`src/design/lpht_pkg.sv`:
```
// ----------------------------------------------------------------------------
// lpht_pkg
// Shared constants, types and helpers for the linear probing hash table.
// ----------------------------------------------------------------------------
`default_nettype none

package lpht_pkg;

  // table geometry
  localparam int unsigned TABLE_SLOTS = 16;
  localparam int unsigned KEY_BYTES   = 8;

  // fixed field widths
  localparam int unsigned KEY_W    = 64;
  localparam int unsigned LEN_W    = 4;
  localparam int unsigned ID_W     = 16;
  localparam int unsigned STATUS_W = 2;

  // derived widths
  localparam int unsigned SLOT_W    = (TABLE_SLOTS > 1) ? $clog2(TABLE_SLOTS) : 1;
  localparam int unsigned CNT_W     = $clog2(TABLE_SLOTS + 1);
  localparam int unsigned MOD_W     = ((SLOT_W > LEN_W) ? SLOT_W : LEN_W) + 1;
  localparam int unsigned MOD_STEPS = (1 << LEN_W) / TABLE_SLOTS;

  // only the low KEY_BYTES bytes of a key take part
  localparam logic [KEY_W-1:0] KEY_MASK = {KEY_W{1'b1}} >> (KEY_W - 8 * KEY_BYTES);

  typedef logic [SLOT_W-1:0] slot_t;
  typedef logic [KEY_W-1:0]  key_t;
  typedef logic [LEN_W-1:0]  len_t;
  typedef logic [ID_W-1:0]   id_t;

  typedef enum logic {
    OP_INSERT = 1'b0,
    OP_SEARCH = 1'b1
  } op_e;

  typedef enum logic [STATUS_W-1:0] {
    ST_INSERTED  = 2'd0,
    ST_FULL      = 2'd1,
    ST_FOUND     = 2'd2,
    ST_NOT_FOUND = 2'd3
  } status_e;

  // one stored slot
  typedef struct packed {
    key_t key;
    len_t len;
    id_t  id;
  } entry_t;

  // slot memory request
  typedef struct packed {
    logic   rd_en;
    logic   wr_en;
    slot_t  addr;
    entry_t wdata;
  } mem_req_t;

  // finished result from the probe controller
  typedef struct packed {
    logic    valid;
    status_e status;
    id_t     id;
  } result_t;

  // home slot: key length reduced modulo the table size by repeated subtraction
  function automatic slot_t home_slot(input len_t len);
    logic [MOD_W-1:0] v;
    v = MOD_W'(len);
    for (int unsigned i = 0; i < MOD_STEPS; i++) begin
      if (v >= MOD_W'(TABLE_SLOTS)) begin
        v = v - MOD_W'(TABLE_SLOTS);
      end
    end
    return v[SLOT_W-1:0];
  endfunction

endpackage

`default_nettype wire

```
`src/design/lpht_slot_mem.sv`:
```
// ----------------------------------------------------------------------------
// lpht_slot_mem
// Slot storage: key, length and id per slot, one write and one registered
// read per cycle.
// ----------------------------------------------------------------------------
`default_nettype none

module lpht_slot_mem (
  input  wire logic              clk_i,
  input  wire lpht_pkg::mem_req_t req_i,
  output lpht_pkg::entry_t       rdata_o
);

  lpht_pkg::entry_t slot_mem [lpht_pkg::TABLE_SLOTS];
  lpht_pkg::entry_t rdata_q;

  // write port and registered read port
  always_ff @(posedge clk_i) begin
    if (req_i.wr_en) begin
      slot_mem[req_i.addr] <= req_i.wdata;
    end
    if (req_i.rd_en) begin
      rdata_q <= slot_mem[req_i.addr];
    end
  end

  assign rdata_o = rdata_q;

endmodule

`default_nettype wire

```
`src/design/lpht_probe_ctrl.sv`:
```
// ----------------------------------------------------------------------------
// lpht_probe_ctrl
// Probe sequencer: walks the slots one per cycle, keeps the valid bits and
// the id counter, and compares read-back slots on a search.
// ----------------------------------------------------------------------------
`default_nettype none

module lpht_probe_ctrl (
  input  wire logic              clk_i,
  input  wire logic              rst_ni,
  input  wire logic              in_valid_i,
  output      logic              in_ready_o,
  input  wire logic              op_i,
  input  wire lpht_pkg::key_t    key_text_i,
  input  wire lpht_pkg::len_t    key_length_i,
  output lpht_pkg::mem_req_t     mem_req_o,
  input  wire lpht_pkg::entry_t  mem_rdata_i,
  output lpht_pkg::result_t      res_o,
  input  wire logic              res_ready_i
);

  typedef enum logic [1:0] {
    S_IDLE,
    S_INSERT,
    S_SEARCH,
    S_RESULT
  } state_e;

  state_e                           state_q;
  lpht_pkg::slot_t                  slot_q;
  logic [lpht_pkg::CNT_W-1:0]       cnt_q;
  logic [lpht_pkg::TABLE_SLOTS-1:0] valid_q;
  lpht_pkg::id_t                    next_id_q;
  logic                             cmp_live_q;
  logic                             cmp_vld_q;
  logic                             cmp_last_q;
  lpht_pkg::status_e                res_status_q;
  lpht_pkg::id_t                    res_id_q;

  lpht_pkg::key_t                   key_q;
  lpht_pkg::len_t                   len_q;
  lpht_pkg::id_t                    fresh_id_q;

  lpht_pkg::slot_t                  slot_next;
  logic                             last_probe;
  logic                             iss_done;
  logic                             hit;

  // probe bookkeeping
  assign slot_next  = (slot_q == lpht_pkg::SLOT_W'(lpht_pkg::TABLE_SLOTS - 1)) ?
                      '0 : slot_q + lpht_pkg::SLOT_W'(1);
  assign last_probe = (cnt_q == lpht_pkg::CNT_W'(lpht_pkg::TABLE_SLOTS - 1));
  assign iss_done   = (cnt_q == lpht_pkg::CNT_W'(lpht_pkg::TABLE_SLOTS));

  // compare of the slot read in the previous cycle, empty slots never match
  assign hit = cmp_live_q && cmp_vld_q &&
               (mem_rdata_i.key == key_q) && (mem_rdata_i.len == len_q);

  assign in_ready_o = (state_q == S_IDLE);

  // memory requests: reads only while searching, writes only while inserting,
  // so a read never meets a write to the same slot
  always_comb begin
    mem_req_o.rd_en       = (state_q == S_SEARCH) && !iss_done;
    mem_req_o.wr_en       = (state_q == S_INSERT) && !valid_q[slot_q];
    mem_req_o.addr        = slot_q;
    mem_req_o.wdata.key   = key_q;
    mem_req_o.wdata.len   = len_q;
    mem_req_o.wdata.id    = fresh_id_q;
  end

  assign res_o.valid  = (state_q == S_RESULT);
  assign res_o.status = res_status_q;
  assign res_o.id     = res_id_q;

  // request payload captured on transfer
  always_ff @(posedge clk_i) begin
    if (in_valid_i && in_ready_o) begin
      key_q      <= key_text_i & lpht_pkg::KEY_MASK;
      len_q      <= key_length_i;
      fresh_id_q <= next_id_q;
    end
  end

  // probe state machine
  always_ff @(posedge clk_i or negedge rst_ni) begin
    if (!rst_ni) begin
      state_q      <= S_IDLE;
      slot_q       <= '0;
      cnt_q        <= '0;
      valid_q      <= '0;
      next_id_q    <= lpht_pkg::ID_W'(1);
      cmp_live_q   <= 1'b0;
      cmp_vld_q    <= 1'b0;
      cmp_last_q   <= 1'b0;
      res_status_q <= lpht_pkg::ST_INSERTED;
      res_id_q     <= '0;
    end else begin
      unique case (state_q)
        S_IDLE: begin
          if (in_valid_i) begin
            slot_q     <= lpht_pkg::home_slot(key_length_i);
            cnt_q      <= '0;
            cmp_live_q <= 1'b0;
            if (op_i == lpht_pkg::OP_INSERT) begin
              next_id_q <= next_id_q + lpht_pkg::ID_W'(1);
              state_q   <= S_INSERT;
            end else begin
              state_q   <= S_SEARCH;
            end
          end
        end
        S_INSERT: begin
          if (!valid_q[slot_q]) begin
            valid_q[slot_q] <= 1'b1;
            res_status_q    <= lpht_pkg::ST_INSERTED;
            res_id_q        <= fresh_id_q;
            state_q         <= S_RESULT;
          end else if (last_probe) begin
            res_status_q <= lpht_pkg::ST_FULL;
            res_id_q     <= '0;
            state_q      <= S_RESULT;
          end else begin
            slot_q <= slot_next;
            cnt_q  <= cnt_q + lpht_pkg::CNT_W'(1);
          end
        end
        S_SEARCH: begin
          // issue the next read while comparing the previous one
          cmp_live_q <= !iss_done;
          cmp_vld_q  <= valid_q[slot_q];
          cmp_last_q <= last_probe;
          if (!iss_done) begin
            slot_q <= slot_next;
            cnt_q  <= cnt_q + lpht_pkg::CNT_W'(1);
          end
          if (hit) begin
            res_status_q <= lpht_pkg::ST_FOUND;
            res_id_q     <= mem_rdata_i.id;
            state_q      <= S_RESULT;
          end else if (cmp_live_q && cmp_last_q) begin
            res_status_q <= lpht_pkg::ST_NOT_FOUND;
            res_id_q     <= '0;
            state_q      <= S_RESULT;
          end
        end
        S_RESULT: begin
          if (res_ready_i) begin
            state_q <= S_IDLE;
          end
        end
        default: begin
          state_q <= S_IDLE;
        end
      endcase
    end
  end

endmodule

`default_nettype wire

```
`src/design/linear_probe_hash_table_unit.sv`:
```
// ----------------------------------------------------------------------------
// linear_probe_hash_table_unit
// Open-addressing hash table with linear probing: insert with a fresh id or
// search by key and length, one slot probed per cycle.
// ----------------------------------------------------------------------------
// Probing: an insert first passes k occupied slots (0 .. TABLE_SLOTS-1) and
//   takes the next free one; on a full table it probes all TABLE_SLOTS slots.
//   A search reads slots until a match or until all TABLE_SLOTS are read.
// Throughput: one item at a time; the next input transfer is taken once the
//   result has left the sequencer, one probe per cycle, up to TABLE_SLOTS probes.
// Reset clears all valid bits at once and sets the id counter to one; no
//   clearing pass.
`default_nettype none

module linear_probe_hash_table_unit (
  input  wire logic                          clk_i,
  input  wire logic                          rst_ni,
  input  wire logic                          in_valid_i,
  output      logic                          in_ready_o,
  input  wire logic                          op_i,
  input  wire logic [lpht_pkg::KEY_W-1:0]    key_text_i,
  input  wire logic [lpht_pkg::LEN_W-1:0]    key_length_i,
  output      logic                          out_valid_o,
  input  wire logic                          out_ready_i,
  output      logic [lpht_pkg::STATUS_W-1:0] status_o,
  output      logic [lpht_pkg::ID_W-1:0]     entry_id_o
);

  lpht_pkg::mem_req_t mem_req;
  lpht_pkg::entry_t   mem_rdata;
  lpht_pkg::result_t  res;
  logic               res_ready;

  logic               out_valid_q;
  lpht_pkg::status_e  status_q;
  lpht_pkg::id_t      id_q;

  // probe sequencer
  lpht_probe_ctrl u_ctrl (
    .clk_i        (clk_i),
    .rst_ni       (rst_ni),
    .in_valid_i   (in_valid_i),
    .in_ready_o   (in_ready_o),
    .op_i         (op_i),
    .key_text_i   (key_text_i),
    .key_length_i (key_length_i),
    .mem_req_o    (mem_req),
    .mem_rdata_i  (mem_rdata),
    .res_o        (res),
    .res_ready_i  (res_ready)
  );

  // slot storage
  lpht_slot_mem u_mem (
    .clk_i   (clk_i),
    .req_i   (mem_req),
    .rdata_o (mem_rdata)
  );

  // output register, free when empty or being drained
  assign res_ready = !out_valid_q || out_ready_i;

  always_ff @(posedge clk_i or negedge rst_ni) begin
    if (!rst_ni) begin
      out_valid_q <= 1'b0;
    end else if (res_ready) begin
      out_valid_q <= res.valid;
    end
  end

  always_ff @(posedge clk_i) begin
    if (res_ready && res.valid) begin
      status_q <= res.status;
      id_q     <= res.id;
    end
  end

  assign out_valid_o = out_valid_q;
  assign status_o    = status_q;
  assign entry_id_o  = id_q;

  // no new transfer while a result is still held in the sequencer
  assert property (@(posedge clk_i) disable iff (!rst_ni)
    (in_valid_i && in_ready_o) |-> !res.valid)
    else $error("input transfer while result pending");

  // read and write of the slot memory never coincide
  assert property (@(posedge clk_i) disable iff (!rst_ni)
    !(mem_req.rd_en && mem_req.wr_en))
    else $error("slot memory read and write in the same cycle");

  // a handed-over result shows up at the output next cycle
  assert property (@(posedge clk_i) disable iff (!rst_ni)
    (res.valid && res_ready) |=> out_valid_o)
    else $error("result lost on the way to the output register");

  // full and not found carry a zero id
  assert property (@(posedge clk_i) disable iff (!rst_ni)
    (out_valid_o && (status_o == lpht_pkg::ST_FULL || status_o == lpht_pkg::ST_NOT_FOUND))
      |-> (entry_id_o == '0))
    else $error("nonzero id with full or not found status");

endmodule

`default_nettype wire
```
`config.mk`:
```
export PLATFORM = sky130hd
export DESIGN_NAME = linear_probe_hash_table_unit
export DESIGN_NICKNAME = d
export VERILOG_FILES = /design/src/design/lpht_pkg.sv /design/src/design/lpht_slot_mem.sv /design/src/design/lpht_probe_ctrl.sv /design/src/design/linear_probe_hash_table_unit.sv
export SDC_FILE = /design/constraint.sdc
export NUM_CORES = 2
export LEC_CHECK = 0
export BUFFER_PORTS_ARGS = -buffer_cell sky130_fd_sc_hd__clkbuf_2
export CAP_MARGIN = 40
export CORE_ASPECT_RATIO = 1.2
export CORE_MARGIN = 2
export CORE_UTILIZATION = 45
export DETAILED_ROUTE_END_ITERATION = 12
export PLACE_DENSITY = 0.59
export SETUP_SLACK_MARGIN = 0.05
export SYNTH_ARGS = -nofsm -noshare
export SYNTH_HDL_FRONTEND = slang
export SYNTH_SLANG_ARGS = --single-unit
```
`constraint.sdc`:
```
create_clock -name clk_i -period 20.9 [get_ports clk_i]
set_clock_uncertainty 0.05 [all_clocks]
set_input_delay 2.09 -clock clk_i [delete_from_list [all_inputs] [get_ports clk_i]]
set_output_delay 2.09 -clock clk_i [all_outputs]
set_load 0.005 [all_outputs]
```
==> run_results.csv <==
group,metric,value,unit
timing,holdWs,0.396,ns
drt,wl_per_cell,29.3,um
pwr,leakagePower,21.5,nW
yosys,yosys-top-cells-count,"edfxtp_1, mux4_2, dfrtp_1",
drt,drtPass1Iterations,5,
die,die_y,404,um
pwr,total_power,9.20,mW
final_layout,multi_input_area,11900,um^2
die,io-pin-count,93,
pwr,power_density,135,nW/um^2
clock_network,clk_pin_slew_worst_paths,0.06,ns
final_layout,synthToLayoutAreaGrowth,13.7,%
grt,grt_pass1_vias,27961,
drt,drt-initial-drc-count,2554,
worst_setup_path,slowest_stage,"dfrtp_4",
pwr,p_int,6.65,mW
yosys,synth_nets,2532,
yosys,netlist_instances,2447,
drt,drc,0,
clock_network,h-tree-depth,4,
timing,tightest_slew,1.07,ns
timing,slew_viol_final,0,
pwr,ir_worst_vdd,127,uV
status,status,"finished clean",
yosys,syn_area_per_cell,24.5,um^2
timing,fin_crit_sh,22.6,%
final_layout,fillers,10102,
worst_setup_path,path_class,"flip-flop to flip-flop",
worst_setup_path,path_cells,"mux4_2 > mux2i_1 > mux2_2 > and2_1 > nand2_1 > nor2_4 > buf_4 > buf_4",
timing,hold_viol_final,0,
drt,antenna_left,0,
timing,tns,0,ns
grt,antenna_found_initial,0,
yosys,synth_edf_count,1530,
worst_setup_path,end_kind,"flip-flop",
placement,dp_hpwl,74100,um
worst_setup_path,cp_num_buf_inv,2,
yosys,yosysTopAreaCell,"edfxtp_1",
clock_network,cts_made_buffers,156,
drt,viasPerCell,5.77,
pwr,swShare,27.7,%
final_layout,drive_gt1_share,31.1,%
run,maxCapViolCount,0,
timing,rsz0062_at_grt,"no",
drt,postRouteWirelength,134000,um
placement,port_buffers,92,
die,core,132000,um^2
yosys,ys_ff_latch,1595,
clock_network,cts_tree,"built",
drt,via_count,26359,
yosys,yosysSeqAreaShare,79.4,%
die,core.rowCount,146,
clock_network,ctsResizeCount,0,
final_layout,nNetsFinal,2756,
clock_network,post-cts-setup-buffers,0,
worst_setup_path,cp-start-kind,"flip-flop",
grt,grt_overflow,0,
placement,gp_congestion,0.811,
timing,slew_headroom,28.4,%
timing,finalCriticalPeriod,4.72,ns
yosys,ys_warn_count,0,
yosys,synth.top_cell.area_share,76.7,%
die,initial_core_util,45.3,%
worst_hold_path,hold_class,"flip-flop to flip-flop",
grt,grt_pass1_wl,196000,um
worst_setup_path,slowest_delay,0.78,ns
final_layout,ff_latch_area,47600,um^2
worst_setup_path,cpMostUsedCell,"buf_4",
yosys,synth-main-ff-cell,"edfxtp_1",
clock_network,clock_sinks,1595,
yosys,synthTopCellsByArea,"edfxtp_1, mux4_2, dfrtp_1",
worst_setup_path,arrival,5.07,ns
grt,grt_usage,20.2,%
final_layout,antenna_cells,0,
worst_setup_path,required,21.25,ns
worst_setup_path,crit_fanout,33,
grt,grt_max_degree,140,
yosys,ys_types,48,
timing,fmax,0.212,GHz
yosys,synth_area,59900,um^2
clock_network,hold_buffers,0,
die,die_w,337,um
pwr,p_sw,2.55,mW
pwr,p_comb_share,24.6,%
pwr,power_frac_clock,29.2,%
clock_network,clk_latency,0.79,ns
pwr,p_seq_share,46.2,%
clock_network,cts_buffer_depth,3,
yosys,synthArstFlopShare,4.08,%
clock_network,cts_root_buffer,"clkbuf_16",
die,die_area,136000,um^2
worst_setup_path,cp_top_family,"buffers and inverters",
timing,setup_viol,0,
yosys,synth_most_common_cell,"edfxtp_1",
## final cells by class
cell class	count	area share, %
Sequential cell	1595	69.9
Multi-Input combinational cell	721	17.4
Clock buffer	197	6.19
Tap cell	1776	3.26
Timing Repair Buffer	171	2.18
Clock inverter	79	0.875
Inverter	26	0.143
## flip-flops by register name, indices dropped and copies added, names as in the netlist, 2 cells and up
| signal | count |
|---|---|
| u_mem.slot_mem | 1344 |
| u_mem.rdata_o | 84 |
| u_ctrl.key_q | 64 |
| entry_id_o | 16 |
| u_ctrl.fresh_id_q | 16 |
| u_ctrl.next_id_q | 16 |
| u_ctrl.res_id_q | 16 |
| u_ctrl.valid_q | 16 |
| u_ctrl.cnt_q | 5 |
| u_ctrl.len_q | 4 |
| u_ctrl.slot_q | 4 |
| status_o | 2 |
| u_ctrl.res_status_q | 2 |
| u_ctrl.state_q | 2 |
## routing by layer
metal | wire, um | vias up | global-route usage (%)
met2 | 68900 | 731 | 33.8
met5 | 0 | - | 0
met3 | 6420 | 190 | 3.30
met1 | 55800 | 14559 | 27.6
li1 | - | 10879 | -
met4 | 2710 | 0 | 5.40
## stage by stage
stage	cell area [um^2]	instances	utilization, %	setup slack (ns)
6_report	68100	4565	51.5	16.18
5_1_grt	68100	4565	51.5	15.98
4_1_cts	68100	4565	51.5	16.12
3_5_place_dp	63300	4289	47.9	16.17
3_3_place_gp	62700	4266	47.5	15.99
2_1_floorplan	59900	2447	-	12.87
## power groups by stage
stage	Sequential [mW]	Combinational [mW]	Clock (mW)
floorplan	4.23	1.64	0
global placement	4.32	2.19	0
detailed placement	4.33	2.30	0
CTS	4.26	2.31	2.75
global route	4.30	2.41	2.86
finish	4.26	2.26	2.69
## logic make-up after synthesis
kind of cell	Yosys count	share of synthesized area, %
buf+inv	131	0.932
compound gates	52	0.694
mux	453	16.5
simple gates	140	1.22
flops	1595	79.4
xor+xnor	64	0.936
fa+ha+maj	12	0.251
## worst register-to-register path: stages (launching register included)
cell,delay (ns)
dfrtp_4,0.78
mux4_2,0.61
mux2i_1,0.16
mux2_2,0.23
and2_1,0.22
nand2_1,0.26
nor2_4,0.68
buf_4,0.65
buf_4,0.68
## path summary, 6_finish.rpt
check	startpoint	endpoint	slack [ns]	cells after the start
max	u_ctrl.slot_q[2]	u_mem.slot_mem[14][39]	16.18	8
min	u_ctrl.res_status_q[1]	status_o[1]	0.40	0
max reg2reg	u_ctrl.slot_q[2]	u_mem.slot_mem[14][39]	16.18	8
min reg2reg	u_ctrl.res_status_q[1]	status_o[1]	0.40	0
max in group asynchronous	rst_ni	u_ctrl.slot_q[0]	18.64	2
min in group asynchronous	rst_ni	u_ctrl.res_id_q[5]	1.44	2
## placed cells by master (no fill, tap or decap), drive strengths merged, types with 8 or more instances in the layout
cell type | synthesis | routed
ha | 12 | 12
or2 | 16 | 16
dfrtp | 64 | 64
mux2i | 8 | 8
o21ai | 9 | 9
mux4 | 424 | 424
clkinv | 0 | 63
nand4 | 16 | 16
buf | 51 | 80
mux2 | 21 | 21
a22o | 17 | 17
bufinv | 0 | 8
nor2b | 10 | 10
clkbuf | 54 | 288
nor2 | 23 | 23
nand3 | 9 | 9
nand2 | 34 | 34
inv | 26 | 33
xnor2 | 59 | 59
nor3 | 9 | 9
edfxtp | 1530 | 1530
Note: power is estimated with default switching activity, not from simulation.
